## src/rtl/core/epll_pkg.sv

```systemverilog
`default_nettype none
package epll_pkg;

   // field widths
   localparam int unsigned TIME_W   = 24;
   localparam int unsigned CLOCK_W  = 26;
   localparam int unsigned STEP_W   = 16;
   localparam int unsigned RUN_W    = 4;
   localparam int unsigned STREAK_W = 8;
   localparam int unsigned ERR_W    = 29;
   localparam int unsigned MAG_W    = 28;
   localparam int unsigned PROD_W   = STEP_W + MAG_W;
   localparam int unsigned DIVD_W   = PROD_W + 1;
   localparam int unsigned DIVS_W   = TIME_W + 1;
   localparam int unsigned REM_W    = DIVS_W + 1;
   localparam int unsigned CNT_W    = 6;
   localparam int unsigned RES_W    = 5;
   localparam int unsigned CSR_IDX_W = 8;

   // loop limits
   localparam logic [RUN_W-1:0]   MAX_RUN   = 4'd11;
   localparam logic [RUN_W-1:0]   MIN_RUN   = 4'd3;
   localparam logic [CNT_W-1:0]   TICK_CAP  = 6'd46;
   localparam logic [RES_W-1:0]   RES_CAP   = 5'd16;
   localparam logic [CNT_W-1:0]   DIV_STEPS = 6'd45;
   localparam logic [CLOCK_W-1:0] CT_MAX    = 26'h3FF_FFFF;

   // phase error divisor 40 (20, with error in half-LSB units):
   // add half, shift right by 3 (divide by 8), then multiply by the reciprocal of 5
   localparam logic [ERR_W-1:0]   PHASE_HALF  = 29'd20;
   localparam int unsigned        PHASE_SHIFT = 3;
   localparam int unsigned        RECIP_W     = 32;
   localparam logic [RECIP_W-1:0] RECIP5      = 32'hCCCC_CCCD;
   localparam int unsigned        RECIP_SHIFT = 34;
   localparam int unsigned        PH_PROD_W   = DIVS_W + RECIP_W;
   localparam int unsigned        PH_Q_W      = PH_PROD_W - RECIP_SHIFT;

   // register reset values
   localparam logic [TIME_W-1:0] NOMINAL_RST = 24'd606566;
   localparam logic [TIME_W-1:0] MIN_RST     = 24'd454925;
   localparam logic [TIME_W-1:0] MAX_RST     = 24'd758208;
   localparam logic [STEP_W-1:0] STEP_RST    = 16'd61;

   typedef enum logic [CSR_IDX_W-1:0] {
      CSR_NOMINAL_PERIOD = 8'd0,
      CSR_MIN_PERIOD     = 8'd1,
      CSR_MAX_PERIOD     = 8'd2,
      CSR_PERIOD_STEP    = 8'd3
   } csr_index_type;

   typedef struct packed {
      logic [TIME_W-1:0] nominal_period;
      logic [TIME_W-1:0] min_period;
      logic [TIME_W-1:0] max_period;
      logic [STEP_W-1:0] period_step;
      logic              nominal_load;
   } cfg_type;

   typedef struct packed {
      logic              start;
      logic [DIVD_W-1:0] dividend;
      logic [DIVS_W-1:0] divisor;
   } div_req_type;

   typedef struct packed {
      logic              done;
      logic [DIVD_W-1:0] quotient;
   } div_rsp_type;

endpackage
`default_nettype wire

```

## src/rtl/core/epll_div.sv

```systemverilog
`default_nettype none
module epll_div (
   input  wire logic                 clock,
   input  wire logic                 reset,
   input  wire epll_pkg::div_req_type req,
   output epll_pkg::div_rsp_type      rsp
);
   import epll_pkg::*;

   logic [REM_W-1:0]  rem_ff, rem_in;
   logic [DIVD_W-1:0] quo_ff, quo_in;
   logic [DIVS_W-1:0] divisor_ff;
   logic [CNT_W-1:0]  cnt_ff, cnt_in;
   logic              busy_ff, busy_in, done_ff, done_in;
   logic [REM_W-1:0]  rem_sh;
   logic              fits;

   assign rsp.done     = done_ff;
   assign rsp.quotient = quo_ff;

   // one restoring step per cycle, quotient bits shift in behind the dividend
   always_comb begin
      rem_sh  = {rem_ff[REM_W-2:0], quo_ff[DIVD_W-1]};
      fits    = (rem_sh >= {1'b0, divisor_ff});
      rem_in  = rem_ff;
      quo_in  = quo_ff;
      cnt_in  = cnt_ff;
      busy_in = busy_ff;
      done_in = 1'b0;
      if (req.start) begin
         rem_in  = '0;
         quo_in  = req.dividend;
         cnt_in  = DIV_STEPS;
         busy_in = 1'b1;
      end else if (busy_ff) begin
         rem_in = fits ? rem_sh - {1'b0, divisor_ff} : rem_sh;
         quo_in = {quo_ff[DIVD_W-2:0], fits};
         cnt_in = cnt_ff - 1'b1;
         if (cnt_ff == 6'd1) begin
            busy_in = 1'b0;
            done_in = 1'b1;
         end
      end
   end

   always_ff @(posedge clock) begin
      if (reset) begin
         busy_ff <= 1'b0;
         done_ff <= 1'b0;
         cnt_ff  <= '0;
      end else begin
         busy_ff <= busy_in;
         done_ff <= done_in;
         cnt_ff  <= cnt_in;
      end
   end

   always_ff @(posedge clock) begin
      rem_ff <= rem_in;
      quo_ff <= quo_in;
      if (req.start) begin
         divisor_ff <= req.divisor;
      end
   end

endmodule
`default_nettype wire

```

## config.mk

```make
export PLATFORM = sky130hd
export DESIGN_NAME = epll_div
export DESIGN_NICKNAME = d
export VERILOG_FILES = /design/src/rtl/core/epll_pkg.sv /design/src/rtl/core/epll_div.sv
export SDC_FILE = /design/constraint.sdc
export NUM_CORES = 1
export LEC_CHECK = 0
export BUFFER_PORTS_ARGS = -buffer_cell sky130_fd_sc_hd__buf_2
export CAP_MARGIN = 20
export CELL_PAD_IN_SITES_DETAIL_PLACEMENT = 1
export CELL_PAD_IN_SITES_GLOBAL_PLACEMENT = 1
export CORE_AREA = 2 2 122 124
export DETAILED_ROUTE_END_ITERATION = 16
export DIE_AREA = 0 0 124 126
export GPL_TIMING_DRIVEN = 1
export PLACE_DENSITY = 0.87
export SKIP_CTS_REPAIR_TIMING = 1
export SLEW_MARGIN = 15
export SYNTH_ARGS = -nofsm -noshare
export SYNTH_HDL_FRONTEND = slang
export SYNTH_SLANG_ARGS = --single-unit
```

## constraint.sdc

```tcl
create_clock -name clock -period 3.1 [get_ports clock]
set_input_delay 0.31 -clock clock [delete_from_list [all_inputs] [get_ports clock]]
set_output_delay 0.31 -clock clock [all_outputs]
set_load 0.02 [all_outputs]
```

### Word-level counts from Yosys, hierarchy flattened

Cells that the tools add are included.

* register bits: 103
* bits of input ports: 73
* output and inout bits: 46

* $add $sub $neg: 2
* $lt $le $gt $ge: 1
* equal/unequal tests: 1
* multiplexer cells: 9
* bitwise gates (word level): 1
* reduce and logical (&&, ||, !) cells: 3

Operators by type and width (number)
* two-way mux 45 bit: 2
* >= comparator 26 x 25 -> 1 bit: 1
* two-way mux 25 bit: 1
* subtractor 25 bit: 1
* two-way mux 6 bit: 2
* == test 6 x 1 -> 1 bit (second input constant): 1
* subtractor 6 x 1 -> 6 bit (second input constant): 1
* two-way mux 1 bit: 4
* OR reduction 3 bit: 1
* nonzero test 2 bit: 1
* OR reduction 2 bit: 1
* NOT 1 bit: 1

### Longest topological paths before layout

* depth after elaboration: 4
* mapped depth: 13
* mapped depth without buffers: 12

### Worst setup path before layout

OpenSTA, ideal clock, no wires.

* kind: reg2reg
* from: register quo_ff[44]
* to: register quo_ff[0] (data pin)
* library setup time: 0.260 ns
* data arrival time: 3.072 ns
* data required time: 2.840 ns
* setup slack: -0.232 ns
* cell stages (with the launch flop): 13
* path buffers: 1
* period minus slack after synthesis: 3.332 ns
* path through: edfxtp_1 inv_1 ha_1 inv_1 fa_1 a21oi_1 o21ai_1 a2111oi_2 nor2_1 a2111oi_4 nor2_4 buf_2 mux2_2

* cells in the longest elaborated chain, start to end: 3

Ends and longest elaborated chain
* from (decl): RTL line epll_div.sv:11 `logic [DIVD_W-1:0] quo_ff, quo_in;`
* from (signal assigned): RTL line epll_div.sv:60 `quo_ff <= quo_in;`
* >= comparator 26 x 25 -> 1 bit: RTL line epll_div.sv:24 `fits = (rem_sh >= {1'b0, divisor_ff});`
* two-way mux 45 bit: RTL line epll_div.sv:35 `end else if (busy_ff) begin`
* two-way mux 45 bit: RTL line epll_div.sv:30 `if (req.start) begin`
* named net quo_in[0]: RTL line epll_div.sv:11

The timed path passes the listed nets, and every way through them passes these cells. The select of a mux whose other input is x is not followed.
A chain may end at the register's enable or synchronous reset.

### Worst setup path in the final report

* from: register divisor_ff[0]
* to: register rem_ff[24]

* cells in the longest elaborated chain, start to end: 2

Ends and longest elaborated chain
* from (decl): RTL line epll_div.sv:12 `logic [DIVS_W-1:0] divisor_ff;`
* from (signal assigned): RTL line epll_div.sv:62 `divisor_ff <= req.divisor;`
* subtractor 25 bit or >= comparator 26 x 25 -> 1 bit (tied branches): RTL line epll_div.sv:36, epll_div.sv:24
* two-way mux 25 bit (*): RTL line epll_div.sv:36 `rem_in = fits ? rem_sh - {1'b0, divisor_ff} : rem_sh;`
* to (signal assigned): RTL line epll_div.sv:59 `rem_ff <= rem_in;`
* to (decl): RTL line epll_div.sv:10 `logic [REM_W-1:0] rem_ff, rem_in;`

Mark *: on every way between the ends. The rest lies on a longest branch, timed or not.

==> key figures <==
Timing
  – Final setup viols: 0
  – Final Hold Viols: 0
  – Max transition margin: 52.15%
  – Clock Skew: about 0.012 ns
  – Setup WS post-layout: roughly 0.015 ns
  – Period utilization: between 90% and 100%
  – Maximum clock rate: roughly 0.32 GHz
  – Transition time of the tightest slew-check pin: slightly above 0.7 ns
  – Hold WS: around 0.12 ns
  – RSZ-0062 raised after global routing: yes
  – Final critical-path required period: about 3.1 ns
  – Max Slew Vio Count: 0

Placement
  – Pre-CTS setup slack: -0.1709 ns
  – Area after DPL: between 6000 and 7000 sq um
  – Detail Placement HPWL: 11,280 microns
  – # port buffers: around 120
  – GP Congestion: around 0.83

Setup path
  – Crit-path slowest cell: or4_4
  – Setup Crit Path Kind: flop to flop
  – Cell chain of the critical path: ha_4 -> nand4_1 -> or4_4 -> o31ai_4 -> o21bai_4 -> buf_12 -> a2111oi_4 -> buf_4 -> or2_4 -> or3b_4 -> a41oi_2
  – Top delay family on crit path: simple AND/OR/NAND/NOR gates
  – CP Buf/Inv Count: 2
  – Reg2reg start: divisor_ff[0]
  – CP max stage delay: between 0.5 and 0.6 ns
  – Startpoint Class: flop
  – WP data required: around 3.4 ns
  – Critical Path Start: divisor_ff[0]
  – CP max FO: 5
  – Crit path DAT: approximately 3.4 ns
  – Reg2Reg Setup Slack: around 0.015 ns
  – CP endpoint kind: flop

Synthesis
  – #FFs+latches synth: ~100
  – Register area share after synthesis: 50.49%
  – Most frequent cells after synthesis: edfxtp_1, nand2_1, mux2_2
  – Synthesized net count: roughly 590
  – Most used flip-flop cell after synthesis: edfxtp_1
  – Number of distinct library cells after synthesis: between 50 and 60
  – Area contributors post-synth: edfxtp_1, dfxtp_1, mux2_2
  – Synth Instances: just under 500
  – EDFF count, synth: 70
  – Yosys warnings: 0
  – Avg Synthesized Cell Area: roughly 11 sq um
  – Most frequent cell after synthesis: edfxtp_1
  – Async SR Flop Fraction: 0%
  – Top cell type's share of synthesized area: roughly two fifths
  – Synth area leader: edfxtp_1
  – Synthesized cell area: around 5500 sq um

Job
  – MaxCap Viol Count: 0

CTS
  – Clock root buffer: clkbuf_16
  – CTS tree: done
  – CTS clk-pin slew, worst paths: 0.08 ns
  – Worst skew pair latency: around 0.36 ns
  – Clk buf depth: 2
  – # clock sinks: between 100 and 150
  – Num CTS Buffers: 9
  – CTS H-tree lvls: 3

Detailed routing
  – Detailed Route Iter0 Violations: 200
  – Final WL: ~16,000 microns
  – DRT Pass-1 Iters: 4
  – Antenna viol nets, final: 0
  – Vias per cell: approximately 5.5
  – WL/cell: slightly below 20 microns
  – Vias: 4,552
  – Residual DRC count: 0

Min path
  – Hold crit path type: input port to flop
  – Hold path startpoint: req[2]

Die
  – Die area: 15,620 sq um
  – Initial Util: 38.23%
  – Die Span Y: roughly 130 microns
  – Std cell rows: 44
  – Die Wd: 124 microns
  – Num ports: 119
  – Core region area: 14,310 sq um

Finish
  – Layout cells sized above 1: 40.52%
  – Area Growth Syn to Fin: 29.66%
  – Antenna cells: 0
  – Nets: about 750
  – Final instance area: around 7100 sq um

Power
  – P per Cell Area: roughly 530 nW/um^2
  – Max IR drop VDD: ~0.00031 V
  – Power after layout: approximately 3.8 mW
  – Lkg Pwr: approximately 2.9 nW

Global route
  – Number of global-route vias before repair: 4,816
  – Initial antenna violation count: 0
  – Wire length of the first global-routing pass: ~24,000 microns
  – Total grt overflow: 0
  – Largest net degree at the start of global routing: 48
  – Gr usage total: 20.27%

Status
  – Outcome: complete, no violations
-- where the power goes --
part	switching [mW]	internal, mW
clock network	0.555	0.640
logic	0.498	0.391
registers	0.0829	1.61
-- final timing paths --
kind / end / depth (start not counted)
worst max-delay path: rem_ff[24] / 11
worst min register to register: rem_ff[17] / 2
worst min-delay path: divisor_ff[2] / 1
worst max register to register: rem_ff[24] / 11
-- worst reg2reg max path: stages, from the launching register on --
cell	delay [ns]
edfxtp_1	0.42
ha_4	0.29
nand4_1	0.10
or4_4	0.57
o31ai_4	0.27
o21bai_4	0.18
buf_12	0.12
a2111oi_4	0.03
buf_4	0.19
or2_4	0.29
or3b_4	0.38
a41oi_2	0.16
-- flip-flops by register name, summed over array words and instances (netlist names) --
name,flops
busy_ff,1
divisor_ff,25
rem_ff,25
done_ff,1
quo_ff,45
cnt_ff,6
-- layout make-up --
cell class	count	area [sq um]
fill	1611	7219
sequential	103	2763
multi-input combinational	338	2759
timing repair buffer	156	903.4
tap	184	230.2
clock buffer	10	229.0
inverter	36	135.1
clock inverter	6	75.07
-- through the flow --
stage	TNS, ns	utilization, %	instances
detailed placement	-0.9192	44.98	803
floorplan	-0.01183	-	492
finish	0	49.56	833
global route	-0.9525	49.56	833
CTS	-1.332	47.11	819
global placement	0	44.98	803
-- metal layers --
layer	share of wire (%)	GRT usage, %	vias to the layer above
li1	-	-	2118
met1	41	25.14	2254
met2	50	33.48	154
met3	6.6	6.159	26
met4	1.9	6.808	0
met5	0	0	-
-- placed cells by master (no fill, tap or decap), types with 3 or more instances in the layout --
cell type / Yosys / routed
a2111oi_4: 1 / 3
a211oi_1: 3 / 3
a21o_1: 4 / 4
a21oi_1: 34 / 33
a311oi_1: 12 / 10
a31oi_1: 4 / 4
buf_2: 1 / 117
buf_4: 3 / 37
clkbuf_16: 0 / 9
dfxtp_1: 33 / 33
edfxtp_1: 70 / 70
ha_1: 27 / 14
ha_4: 0 / 12
inv_1: 35 / 33
mux2_2: 45 / 45
nand2_1: 52 / 51
nand2b_1: 6 / 6
nand4_1: 5 / 5
nor2_1: 31 / 30
nor2b_1: 4 / 4
nor3_1: 7 / 7
nor4b_1: 3 / 3
o211ai_1: 6 / 6
o21a_1: 4 / 4
o21ai_0: 20 / 17
o21ai_1: 2 / 3
o21bai_1: 4 / 4
o221a_2: 3 / 3
or2_4: 2 / 4
xnor2_1: 18 / 18
xor2_1: 6 / 6
-- logic make-up (layout without fill, tap and decap cells) --
kind of cell / Yosys count / in the layout / synth area share, %
multiplexers: 47 / 47 / 9.627
flip-flops: 103 / 103 / 50.49
AO/OA/AOI/OAI: 109 / 109 / 14.29
AND/OR/NAND/NOR: 128 / 130 / 11.34
buffers and inverters: 53 / 208 / 3.864
adder cells (fa/ha/maj): 28 / 28 / 6.540
XOR/XNOR: 24 / 24 / 3.842
(Power assumes the default switching activity.)
