`src/rtl/core/epll_fifo.sv`:
```
`default_nettype none
module epll_fifo #(
   parameter int unsigned WIDTH = 8,
   parameter int unsigned DEPTH = 4
) (
   input  wire logic             clock,
   input  wire logic             reset,
   input  wire logic             push,
   input  wire logic [WIDTH-1:0] push_data,
   output logic                  full,
   input  wire logic             pop,
   output logic [WIDTH-1:0]      pop_data,
   output logic                  empty
);
   localparam int unsigned PTR_W = (DEPTH > 1) ? $clog2(DEPTH) : 1;
   localparam int unsigned CNT_W = $clog2(DEPTH + 1);

   logic [WIDTH-1:0] store_ff [DEPTH];
   logic [PTR_W-1:0] wr_ptr_ff, wr_ptr_in, rd_ptr_ff, rd_ptr_in;
   logic [CNT_W-1:0] count_ff, count_in;
   logic             do_push, do_pop;

   assign full     = (count_ff == CNT_W'(DEPTH));
   assign empty    = (count_ff == '0);
   assign do_push  = push && !full;
   assign do_pop   = pop && !empty;
   assign pop_data = store_ff[rd_ptr_ff];

   // advance pointers with wrap and update the fill count
   always_comb begin
      wr_ptr_in = wr_ptr_ff;
      rd_ptr_in = rd_ptr_ff;
      count_in  = count_ff;
      if (do_push) begin
         wr_ptr_in = (wr_ptr_ff == PTR_W'(DEPTH - 1)) ? '0 : wr_ptr_ff + 1'b1;
      end
      if (do_pop) begin
         rd_ptr_in = (rd_ptr_ff == PTR_W'(DEPTH - 1)) ? '0 : rd_ptr_ff + 1'b1;
      end
      if (do_push && !do_pop) begin
         count_in = count_ff + 1'b1;
      end else if (do_pop && !do_push) begin
         count_in = count_ff - 1'b1;
      end
   end

   always_ff @(posedge clock) begin
      if (reset) begin
         wr_ptr_ff <= '0;
         rd_ptr_ff <= '0;
         count_ff  <= '0;
      end else begin
         wr_ptr_ff <= wr_ptr_in;
         rd_ptr_ff <= rd_ptr_in;
         count_ff  <= count_in;
      end
   end

   // write entry
   always_ff @(posedge clock) begin
      if (do_push) begin
         store_ff[wr_ptr_ff] <= push_data;
      end
   end

endmodule
`default_nettype wire

```
`config.mk`:
```
export PLATFORM = sky130hd
export DESIGN_NAME = epll_fifo
export DESIGN_NICKNAME = d
export VERILOG_FILES = /design/src/rtl/core/epll_fifo.sv
export SDC_FILE = /design/constraint.sdc
export NUM_CORES = 1
export LEC_CHECK = 0
export ABC_AREA = 1
export BUFFER_PORTS_ARGS = -buffer_cell sky130_fd_sc_hd__buf_2
export CAP_MARGIN = 10
export CORE_MARGIN = 1.5
export CORE_UTILIZATION = 50
export CTS_CLUSTER_SIZE = 20
export DETAILED_ROUTE_END_ITERATION = 12
export PLACE_DENSITY = 0.79
export SLEW_MARGIN = 40
export SYNTH_ARGS = -nofsm -noshare
export SYNTH_HDL_FRONTEND = slang
export SYNTH_SLANG_ARGS = --single-unit
```
`constraint.sdc`:
```
create_clock -name clock -period 1.61 [get_ports clock]
set_input_delay 0.161 -clock clock [delete_from_list [all_inputs] [get_ports clock]]
set_output_delay 0.161 -clock clock [all_outputs]
set_load 0.02 [all_outputs]
```
=== Yosys cells after proc, flatten, opt, wreduce, memory -nomap -nowiden ===
Memories as Yosys holds them, arrays and structs flattened. A register that Yosys moved wholly into a read port is not among the register bits.
Index checks and enable logic that the tools add are counted.

* $add $sub $neg: 4
* Equal/unequal tests: 3
* Reduce and logical (&&, ||, !) cells: 10
* Multiplexer cells: 8

{| class="wikitable"
|+ Operator list
! cell !! number
|-
| 2-bit 2-to-1 mux || 4
|-
| 3-bit 2-to-1 mux || 2
|-
| 2-bit by 1-bit adder with 2-bit output (second input constant) || 2
|-
| 2-bit == test (second input constant) || 2
|-
| 1-bit logical AND || 4
|-
| 1-bit logical NOT || 4
|-
| 3-bit by 1-bit adder with 3-bit output (second input constant) || 1
|-
| 3-bit == test (second input constant) || 1
|-
| 3-bit logical NOT || 1
|-
| 3-bit by 1-bit subtractor with 3-bit output (second input constant) || 1
|-
| 1-bit 2-to-1 mux || 2
|-
| 2-bit nonzero test || 1
|}

* Flip-flop bits (word level): 7
* Output and inout port bits: 10
* Word-level logic and storage cells: 29
* RAM bits: 32
* Memories kept: 1
* Input bits: 12

{| class="wikitable"
|+ Memories
! memory !! depth !! bits a word !! read ports !! clocked after Yosys merged registers in !! wr ports !! line !! RTL
|-
| store_ff || 4 || 8 || 1 || 1 || 1 || 18 || <nowiki>logic [WIDTH-1:0] store_ff [DEPTH];</nowiki>
|}

=== Logic depth before layout (Yosys ltp) ===
Gate-level depths: netlist of run 1.

* Depth after elaboration: 7
* Depth in mapped cells: 13
* Mapped depth without buffers: 13

=== Worst setup path before layout of run 1 ===
No wires, ideal clock.

* Path kind: register to register
* Start point: register count_ff[1]
* End point: register count_ff[1]
* Path slack: -0.080 ns
* Cell stages (with the launch flop): 10
* Arrival time: 1.574 ns
* Period minus slack after synthesis: 1.690 ns
* Path buffers: 0
* Setup time: 0.116 ns
* Data required time: 1.494 ns
* Path through: dfxtp_1 -> nor2_1 -> nand2_1 -> nand2_2 -> inv_1 -> ha_1 -> inv_1 -> fa_1 -> o21ai_0 -> nor2_1

* Elaborated cells on any way between the ends: 15
* Classes of those cells: add/sub (2); eq/ne (1); mux (2); reduce/logical (10)

{| class="wikitable"
|+ RTL lines
! item !! line !! RTL
|-
| start, declared || 20 || <nowiki>logic [CNT_W-1:0] count_ff, count_in;</nowiki>
|-
| start signal, assigned || 55 || <nowiki>count_ff <= count_in;</nowiki>
|-
| 3-bit == test || 23 || <nowiki>assign full = (count_ff == CNT_W'(DEPTH));</nowiki>
|-
| 1-bit logical NOT || 25 || <nowiki>assign do_push = push && !full;</nowiki>
|-
| 1-bit logical AND || 25 ||
|-
| via do_push || 21 || <nowiki>logic do_push, do_pop;</nowiki>
|-
| 1-bit logical AND || 40 || <nowiki>if (do_push && !do_pop) begin</nowiki>
|-
| 3-bit 2-to-1 mux || 40 ||
|-
| via count_in[1] || 20 ||
|}

The timed path passes the listed nets, and every way through them passes these cells. The select of a mux whose other input is x is not followed.
A chain may end at the register's enable or synchronous reset.

=== Worst setup path after layout of run 1 ===
* Start point: register count_ff[0]
* End point: register count_ff[1]

Same word-level chain as after synthesis.

==> flow_metrics.py, run 1 <==
metrics = {
    "floorplan": {
        "rows": 20,
        "die_y_um": 61.3,
        "start_util_pct": 54.2,
        "die_w_um": 61.3,
        "ios": 22,
        "die-area_sq_mm": 0.00375,
        "core_area_sq_mm": 0.00313,
    },
    "detailed_routing": {
        "drc_errors": 0,
        "dr_total_vias": 1169,
        "wl_um": 2960,
        "dr.first_iter.drc_count": 19,
        "drt-pass1-iter-count": 4,
        "routedWlPerCell_um": 12.7,
        "antenna_left": 0,
        "viasPerCell": 5.02,
    },
    "critical_path": {
        "critical_path_required_ns": 1.85,
        "r2r_slack_ns": 0.03,
        "end_kind": "register",
        "cp_data_arrival_time_ns": 1.82,
        "crit_path_start_kind": "register",
        "r2r-start": "count_ff[0]",
        "rr_endpoint": "count_ff[1]",
        "cp_max_fo": 2,
        "worst_r2r_path_depth": 9,
        "path_class": "reg -> reg",
    },
    "timing": {
        "finClkSkew_ns": 0.0121,
        "timing.hold.ws_ns": 0.0245,
        "clock.fmax_ghz": 0.634,
        "setup_ws_ns": 0.0339,
        "hold_violations": 0,
        "tightest_slew_ns": 0.226,
        "period_share_pct": 97.9,
        "min_period_ns": 1.58,
        "grt_setup_unrepaired": "yes",
        "relSlewSlack_pct": 85.0,
        "setup_viol": 0,
        "drv_slew": 0,
    },
    "global_routing": {
        "grt_max_degree": 17,
        "grt_usage_pct": 18.0,
        "antenna_found_initial": 0,
        "grt_pass1_wl_um": 4670,
        "grt_pass1_vias": 1090,
        "overflow": 0,
    },
    "logic_synthesis": {
        "synth_top_area_cell": "edfxtp_1",
        "yosysUniqueCellTypes": 19,
        "ys_ff_latch": 41,
        "synth_top_area_share_pct": 56.6,
        "yosysSeqAreaShare_pct": 67.3,
        "synth.area.top_cells": "edfxtp_1 57%, dfxtp_1 11%, nor2_1 7.3%, ha_1 4.4%, o21ai_0 3.8%",
        "synth.net_count": 166,
        "yosysWarningCount": 0,
        "postSynthCellCount": 147,
        "synth_area_per_cell_sq_um": 11.5,
        "syn_area_sq_mm": 0.00170,
    },
    "clocking": {
        "h-tree-depth": 2,
        "cts_buffers": 5,
        "clock_path_buffers": 2,
        "cts_root_buf": "clkbuf_4",
        "clock-sinks": 41,
        "worst_skew_pair.late_latency_ns": 0.35,
        "cts_tree": "done",
        "cts.clk_slew.worst_paths_ns": 0.12,
        "post-cts-setup-buffers": 0,
    },
    "placement": {
        "place_hpwl_um": 2020,
        "place_area_sq_mm": 0.00194,
        "gp_congestion": 0.793,
        "port_buffers": 21,
        "place_ws_ns": -0.0351,
    },
    "power": {
        "powerDensity_mw_per_mm2": 1560,
        "power.leakage_nw": 0.844,
        "peakVddDrop_mv": 0.950,
    },
    "flow_run": {
        "maxCapViolations": 0,
    },
    "final_layout": {
        "syn_to_final_growth_pct": 21.5,
        "fillers": 251,
        "nNetsFinal": 207,
        "post_route_cells_drive_above_1_share_pct": 31.2,
        "final_area_sq_mm": 0.00206,
        "n_antenna_cell": 0,
        "final_core_util_pct": 65.9,
    },
    "status": {
        "outcome": "finished clean",
    },
    "worst_hold_path": {
        "min_from": "push_data[2]",
        "min_path_cells": 1,
        "hold_path_end": "store_ff[2][2]",
        "hp-class": "in -> reg",
    },
}
[synth_stat cells]
master    number
o21ai_2        3
nand4_1        1
nand2_1       13
a21oi_1        2
dfxtp_1        9
o22ai_1        8
ha_1           6
nor2_1        33
nand2_2        1
xor2_1         1
o21ai_1        1
nand3_1        1
inv_1         17
edfxtp_1      32
fa_1           1
inv_2          1
nand3b_1       2
buf_6          2
o21ai_0       13
[state kept, by name, summed over array words and instances (netlist names), named ones only]
signal / count
store_ff: 32
wr_ptr_ff: 2
count_ff: 3
rd_ptr_ff: 2
[report_power, final]
group,switching (mW),internal [mW],leakage [nW]
registers,0.114,1.32,0.369
clock network,0.329,0.165,0.0310
logic,0.783,0.513,0.444
[how the worst max path moves through the flow]
stage	start	endpoint	slack [ns]
2_1_floorplan	count_ff[0]	count_ff[2]	0.001
3_3_place_gp	count_ff[0]	count_ff[2]	0.02
3_5_place_dp	count_ff[0]	count_ff[2]	-0.04
4_1_cts	count_ff[0]	count_ff[1]	0.007
5_1_grt	count_ff[0]	count_ff[1]	-0.05
6_report	count_ff[0]	count_ff[1]	0.03
[what timing repair did]
item                                   in CTS  in global routing
pin swaps                                   1                  0
hold buffers                                1                  3
setup endpoints to repair                  10                 10
resized for setup                           5                  7
endpoints found under the hold margin       1                 11
[kinds of logic (layout without fill, tap and decap cells)]
| group | count (synthesis) | in the layout | share of synthesized area, % |
|---|---|---|---|
| simple gates | 51 | 51 | 12.1 |
| flops | 41 | 41 | 67.3 |
| compound gates | 27 | 27 | 9.22 |
| buf+inv | 20 | 62 | 5.31 |
| fa+ha+maj | 7 | 7 | 5.60 |
| xor+xnor | 1 | 1 | 0.516 |
[stage by stage]
| step | cells | total power, mW | TNS [ns] |
|---|---|---|---|
| floorplan | 147 | 2.26 | 0 |
| global placement | 221 | 2.62 | 0 |
| detailed placement | 221 | 2.69 | -0.0351 |
| CTS | 230 | 3.20 | 0 |
| global route | 233 | 3.45 | -0.0798 |
| finish | 233 | 3.22 | 0 |
[area by class of cell]
cell class / instances / area, sq um / area share (%)
sequential: 41 / 1150 / 55.6
clock inverter: 3 / 17.5 / 0.850
timing repair buffer: 36 / 228 / 11.0
clock buffer: 5 / 37.5 / 1.82
tap: 44 / 55.1 / 2.67
inverter: 18 / 72.6 / 3.52
multi-input combinational: 86 / 505 / 24.5
[metal layers]
layer  wire [um]  GRT usage (%)
met5           0              0
met1        1280           20.2
met2        1480           31.3
met4          42           6.52
met3         159           6.93
[critical path, stage by stage (launching register included)]
cell,delay (ns)
dfxtp_2,0.36
nor2_4,0.12
nand2_2,0.08
nand2_4,0.07
inv_2,0.04
ha_4,0.15
inv_2,0.06
fa_2,0.43
o21ai_1,0.12
nor2_1,0.04
[cell usage in the layout, fill, tap and decap left out]
cell type	n
a21oi_1	2
buf_2	21
buf_4	11
clkbuf_4	5
clkinv_2	2
clkinvlp_4	1
dfxtp_1	5
dfxtp_2	4
dlygate4sd3_1	4
edfxtp_1	32
fa_2	1
ha_1	5
ha_4	1
inv_1	13
inv_2	3
inv_4	2
nand2_1	10
nand2_2	2
nand2_4	2
nand3_1	1
nand3b_1	2
nand4_1	1
nor2_1	32
nor2_4	1
o21ai_0	12
o21ai_1	2
o21ai_2	3
o22ai_1	8
xor2_1	1
Power figures use the tool's default switching activity.
==> run 2: changes to the inputs <==
--- a/config.mk
+++ b/config.mk
@@ -12,7 +12,8 @@
 export CORE_UTILIZATION = 50
 export CTS_CLUSTER_SIZE = 20
 export DETAILED_ROUTE_END_ITERATION = 12
-export PLACE_DENSITY = 0.79
+export HOLD_SLACK_MARGIN = 0.12
+export PLACE_DENSITY_LB_ADDON = 0.25
 export SLEW_MARGIN = 40
 export SYNTH_ARGS = -nofsm -noshare
 export SYNTH_HDL_FRONTEND = slang
==> run 2 against run 1 <==
  * The run now ends with setup timing left
  * Hold slack gained 0.11 ns
  * Critical path depth grew 4
  * Sequential share of layout area shrank 3.0 points
  * Sequential power is essentially flat
  * Critical path type unchanged
  * Critical endpoint is now count_ff[2]
==> flow_metrics.py, run 2 (synthesis results as in run 1) <==
metrics = {
    "clocking": {
        "clock-sinks": 41,
        "cts_buffers": 5,
        "h-tree-depth": 2,
        "worst_skew_pair.late_latency_ns": 0.33,
        "clock_path_buffers": 2,
        "cts_root_buf": "clkbuf_4",
        "cts.clk_slew.worst_paths_ns": 0.12,
        "cts_tree": "done",
    },
    "global_routing": {
        "antenna_found_initial": 0,
        "overflow": 0,
        "grt_pass1_wl_um": 4910,
        "grt_pass1_vias": 1124,
        "grt_max_degree": 17,
        "grt_usage_pct": 18.8,
    },
    "power": {
        "powerDensity_mw_per_mm2": 1610,
        "peakVddDrop_mv": 0.865,
        "power.leakage_nw": 0.895,
        "total_power_mw": 3.52,
    },
    "timing": {
        "drv_slew": 0,
        "grt_setup_unrepaired": "yes",
        "hold_violations": 0,
        "period_share_pct": 103,
        "setup_ws_ns": -0.0463,
        "clock.fmax_ghz": 0.604,
        "tightest_slew_ns": 0.197,
        "setup_viol": 2,
        "min_period_ns": 1.66,
        "finClkSkew_ns": 0.00994,
        "relSlewSlack_pct": 86.9,
    },
    "critical_path": {
        "r2r-start": "count_ff[1]",
        "path_class": "reg -> reg",
        "slowest_stage": "dfxtp_2",
        "end_kind": "register",
        "critical_path_required_ns": 1.85,
        "crit_path_start_kind": "register",
        "max_stage_delay_ns": 0.38,
        "path_cells": "nor2_4, nand2_2, nand2_4, inv_4, ha_4, inv_4, fa_2, inv_2, nand2_2, nand3_2, nand2_2, inv_2, nor2_1",
        "cp_max_fo": 2,
        "cp_common_cell": "nand2_2",
        "cp_data_arrival_time_ns": 1.89,
        "crit_path_start": "count_ff[1]",
    },
    "worst_hold_path": {
        "min_from": "push",
        "hp-class": "in -> reg",
    },
    "final_layout": {
        "post_route_cells_drive_above_1_share_pct": 33.3,
        "largest_reg_flops": 32,
        "nNetsFinal": 216,
        "regArea_sq_mm": 0.00115,
        "largest-register": "store_ff",
        "fillers": 229,
        "final_core_util_pct": 70.0,
        "fin_cells": 242,
        "layout_common_cells": "32 x nor2_1, 32 x edfxtp_1, 20 x buf_2, 16 x buf_4, 12 x inv_1",
        "multiInputGateArea_sq_um": 518,
        "top_regs": "store_ff: 32 flops, count_ff: 3 flops",
        "n_antenna_cell": 0,
        "syn_to_final_growth_pct": 29.0,
    },
    "floorplan": {
        "die-area_sq_mm": 0.00375,
        "die_w_um": 61.3,
        "die_y_um": 61.3,
        "core_area_sq_mm": 0.00313,
        "start_util_pct": 54.2,
        "ios": 22,
        "rows": 20,
    },
    "status": {
        "outcome": "complete, but fails checks",
        "violations": "setup timing",
    },
    "detailed_routing": {
        "drc_errors": 0,
        "viasPerCell": 5.01,
        "routedWlPerCell_um": 13.4,
        "dr.first_iter.drc_count": 35,
        "dr_total_vias": 1212,
        "wl_um": 3250,
        "antenna_left": 0,
        "drt-pass1-iter-count": 4,
    },
    "placement": {
        "placedCellCount": 220,
        "gp_congestion": 0.759,
        "place_hpwl_um": 2090,
        "port_buffers": 21,
    },
    "flow_run": {
        "maxCapViolations": 0,
    },
}
[run 2: changes by cell type in the layout (fill, tap and decap cells not counted), sizes merged]
cell | before | now
clkbuf | 5 | 6
bufinv | 0 | 1
clkinv | 2 | 1
buf | 32 | 36
dlygate4sd3 | 4 | 9
inv | 18 | 17
[run 2: area by class of cell]
class	instances	area share (%)
Tap cell	44	2.52
Multi-Input combinational cell	86	23.7
Timing Repair Buffer	45	14.2
Inverter	18	3.60
Sequential cell	41	52.6
Clock buffer	6	1.89
Clock inverter	2	1.54
[run 2: routing by layer]
metal  wire length, um  vias up  GRT usage, %  part of all wire (%)
met5                 0        -             0                     0
met4                49        0          6.83                   1.5
met3               108        6          6.30                   3.3
met2              1750       31          33.7                    54
met1              1340      570          20.7                    41
li1                  -      605             -                     -
[run 2: path summary, 6_finish.rpt]
| check | end | slack [ns] | cells past startpoint |
|---|---|---|---|
| setup / recovery | count_ff[2] | -0.05 | 13 |
| hold / removal | wr_ptr_ff[1] | 0.14 | 3 |
| setup reg to reg | count_ff[2] | -0.05 | 13 |
| hold reg to reg | register | 0.53 | 2 |
[run 2: timing repair]
action                     4_1_cts  5_1_grt
setup endpoints to repair       10       10
resized for setup                9       14
pin swaps                        6       11
hold buffers                     9        0
setup buffers                    1        4
hold endpoints to repair        33        0
[run 2: power breakdown]
group | internal [mW] | switching [mW]
clock network | 0.323 | 0.313
logic | 0.598 | 0.835
registers | 1.33 | 0.122
[run 2: stage by stage]
| step | area (sq um) | hold slack, ns | setup TNS, ns | setup WS [ns] |
|---|---|---|---|---|
| global placement | 1930 | 0.327 | 0 | 0.0216 |
| detailed placement | 1930 | 0.333 | -0.131 | -0.109 |
| floorplan | 1720 | 0.226 | 0 | 0.00116 |
| CTS | 2130 | 0.129 | -0.000937 | -0.000937 |
| finish | 2190 | 0.137 | -0.0818 | -0.0463 |
| global route | 2190 | 0.161 | -0.154 | -0.0986 |
[run 2: critical path, delay by kind of cell (launching register included)]
| kind | cells | cell delay, ns |
|---|---|---|
| simple gates | 7 | 0.42 |
| flops | 1 | 0.38 |
| buf+inv | 4 | 0.22 |
| fa+ha+maj | 2 | 0.53 |
==> run 3: changes to the inputs <==
--- a/config.mk
+++ b/config.mk
@@ -14,6 +14,7 @@
 export DETAILED_ROUTE_END_ITERATION = 12
 export HOLD_SLACK_MARGIN = 0.12
 export PLACE_DENSITY_LB_ADDON = 0.25
+export RECOVER_POWER = 100
 export SLEW_MARGIN = 40
 export SYNTH_ARGS = -nofsm -noshare
 export SYNTH_HDL_FRONTEND = slang
==> run 3 against run 2 <==
  * The run still ends with setup timing left
  * Register-to-register slack is essentially flat
  * Cell count unchanged
  * Sequential power about the same
  * Clock power hardly changed
  * Global-route usage unchanged
  * Clock-buffer cell count did not move
  * Worst setup slack worse by 0.0032 ns
  * Largest power group unchanged
==> flow_metrics.py, run 3 (synthesis results as in run 1) <==
metrics = {
    "final_layout": {
        "multiInputGateArea_sq_um": 518,
        "final_area_sq_mm": 0.00218,
        "final_core_util_pct": 69.6,
        "post_route_cells_drive_above_1_share_pct": 29.3,
        "largest_reg_flops": 32,
        "regArea_sq_mm": 0.00115,
        "largest-register": "store_ff",
        "nNetsFinal": 216,
        "n_antenna_cell": 0,
        "syn_to_final_growth_pct": 28.4,
        "fillers": 233,
        "top_regs": "store_ff: 32 flops, count_ff: 3 flops",
        "layout_common_cells": "32 x nor2_1, 32 x edfxtp_1, 16 x buf_4, 12 x inv_1, 12 x buf_2",
    },
    "clocking": {
        "h-tree-depth": 2,
        "cts.clk_slew.worst_paths_ns": 0.12,
        "clock_path_buffers": 2,
        "cts_tree": "done",
        "cts_root_buf": "clkbuf_4",
        "clock-sinks": 41,
        "cts_buffers": 5,
        "worst_skew_pair.late_latency_ns": 0.34,
    },
    "timing": {
        "relSlewSlack_pct": 86.9,
        "setup_ws_ns": -0.0495,
        "fin_tns_setup_ns": -0.0856,
        "grt_setup_unrepaired": "yes",
        "drv_slew": 0,
        "clock.fmax_ghz": 0.603,
        "period_share_pct": 103,
        "hold_violations": 0,
        "setup_viol": 2,
        "min_period_ns": 1.66,
        "tightest_slew_ns": 0.196,
        "finClkSkew_ns": 0.0102,
    },
    "critical_path": {
        "critical_path_required_ns": 1.85,
        "end_kind": "register",
        "path_cells": "nor2_4, nand2_2, nand2_4, ha_4, inv_4, fa_2, inv_2, nand2_2, nand3_2, nand2_2, inv_2, nor2_1",
        "crit_path_start_kind": "register",
        "critPathBufInv": 3,
        "cp_data_arrival_time_ns": 1.90,
        "path_class": "reg -> reg",
        "slowest_stage": "fa_2",
        "cp_common_cell": "nand2_2",
        "cp_max_fo": 2,
        "max_stage_delay_ns": 0.38,
        "cp_top_family": "adder cells",
    },
    "placement": {
        "place_ws_ns": -0.109,
        "gp_congestion": 0.759,
        "port_buffers": 21,
        "place_area_sq_mm": 0.00193,
        "place_hpwl_um": 2090,
    },
    "flow_run": {
        "maxCapViolations": 0,
    },
    "floorplan": {
        "start_util_pct": 54.2,
        "die-area_sq_mm": 0.00375,
        "ios": 22,
        "rows": 20,
        "die_y_um": 61.3,
        "die_w_um": 61.3,
        "core_area_sq_mm": 0.00313,
    },
    "status": {
        "violations": "setup timing",
        "outcome": "complete, but fails checks",
    },
    "global_routing": {
        "antenna_found_initial": 0,
        "grt_max_degree": 17,
        "grt_pass1_vias": 1124,
        "overflow": 0,
        "grt_usage_pct": 18.8,
        "grt_pass1_wl_um": 4910,
    },
    "detailed_routing": {
        "viasPerCell": 4.92,
        "drc_errors": 0,
        "wl_um": 3230,
        "routedWlPerCell_um": 13.3,
        "antenna_left": 0,
        "dr.first_iter.drc_count": 24,
        "dr_total_vias": 1190,
        "drt-pass1-iter-count": 4,
    },
    "power": {
        "powerDensity_mw_per_mm2": 1610,
        "peakVddDrop_mv": 0.865,
        "power.leakage_nw": 0.873,
    },
    "worst_hold_path": {
        "hp-class": "in -> reg",
    },
}
[run 3: final timing paths]
check | from | to | slack [ns] | cells after the start
worst max-delay path | count_ff[0] | count_ff[2] | -0.05 | 12
worst min-delay path | push | wr_ptr_ff[1] | 0.14 | 3
worst max register to register | count_ff[0] | count_ff[2] | -0.05 | 12
worst min register to register | rd_ptr_ff[1] | register | 0.53 | 2
[run 3: tightest hold or removal path, stage by stage]
cell	delay [ns]
buf_2	0.13
a21oi_1	0.07
nor2_1	0.08
[run 3: metal layers]
metal | vias up | GRT usage (%) | wire length, um
li1 | 604 | - | -
met1 | 561 | 20.7 | 1330
met2 | 21 | 33.7 | 1760
met3 | 4 | 6.30 | 97
met4 | 0 | 6.83 | 44
met5 | - | 0 | 0
[run 3: final cells by class]
type / instances / area share [%]
clock buffer: 6 / 1.90
inverter: 18 / 3.62
sequential: 41 / 52.8
clock inverter: 2 / 1.55
timing repair buffer: 45 / 13.8
tap: 44 / 2.53
multi-input combinational: 86 / 23.8
[run 3: where the power goes]
group	switching, mW	total [mW]	internal, mW
clock network	0.314	0.637	0.323
registers	0.121	1.45	1.33
logic	0.834	1.43	0.595
total	1.27	3.51	2.24
[run 3: repair_timing]
item | 4_1_cts | 5_1_grt
pin swaps | 6 | 11
setup endpoints to repair | 10 | 10
resized for setup | 9 | 14
setup buffers | 1 | 4
endpoints found under the hold margin | 33 | 0
hold buffers | 9 | 0
[run 3: stage by stage]
step / total power [mW] / instances / hold slack [ns]
floorplan: 2.26 / 147 / 0.226
finish: 3.51 / 242 / 0.135
global route: 3.74 / 242 / 0.161
detailed placement: 2.68 / 220 / 0.333
global placement: 2.60 / 220 / 0.327
CTS: 3.39 / 238 / 0.129
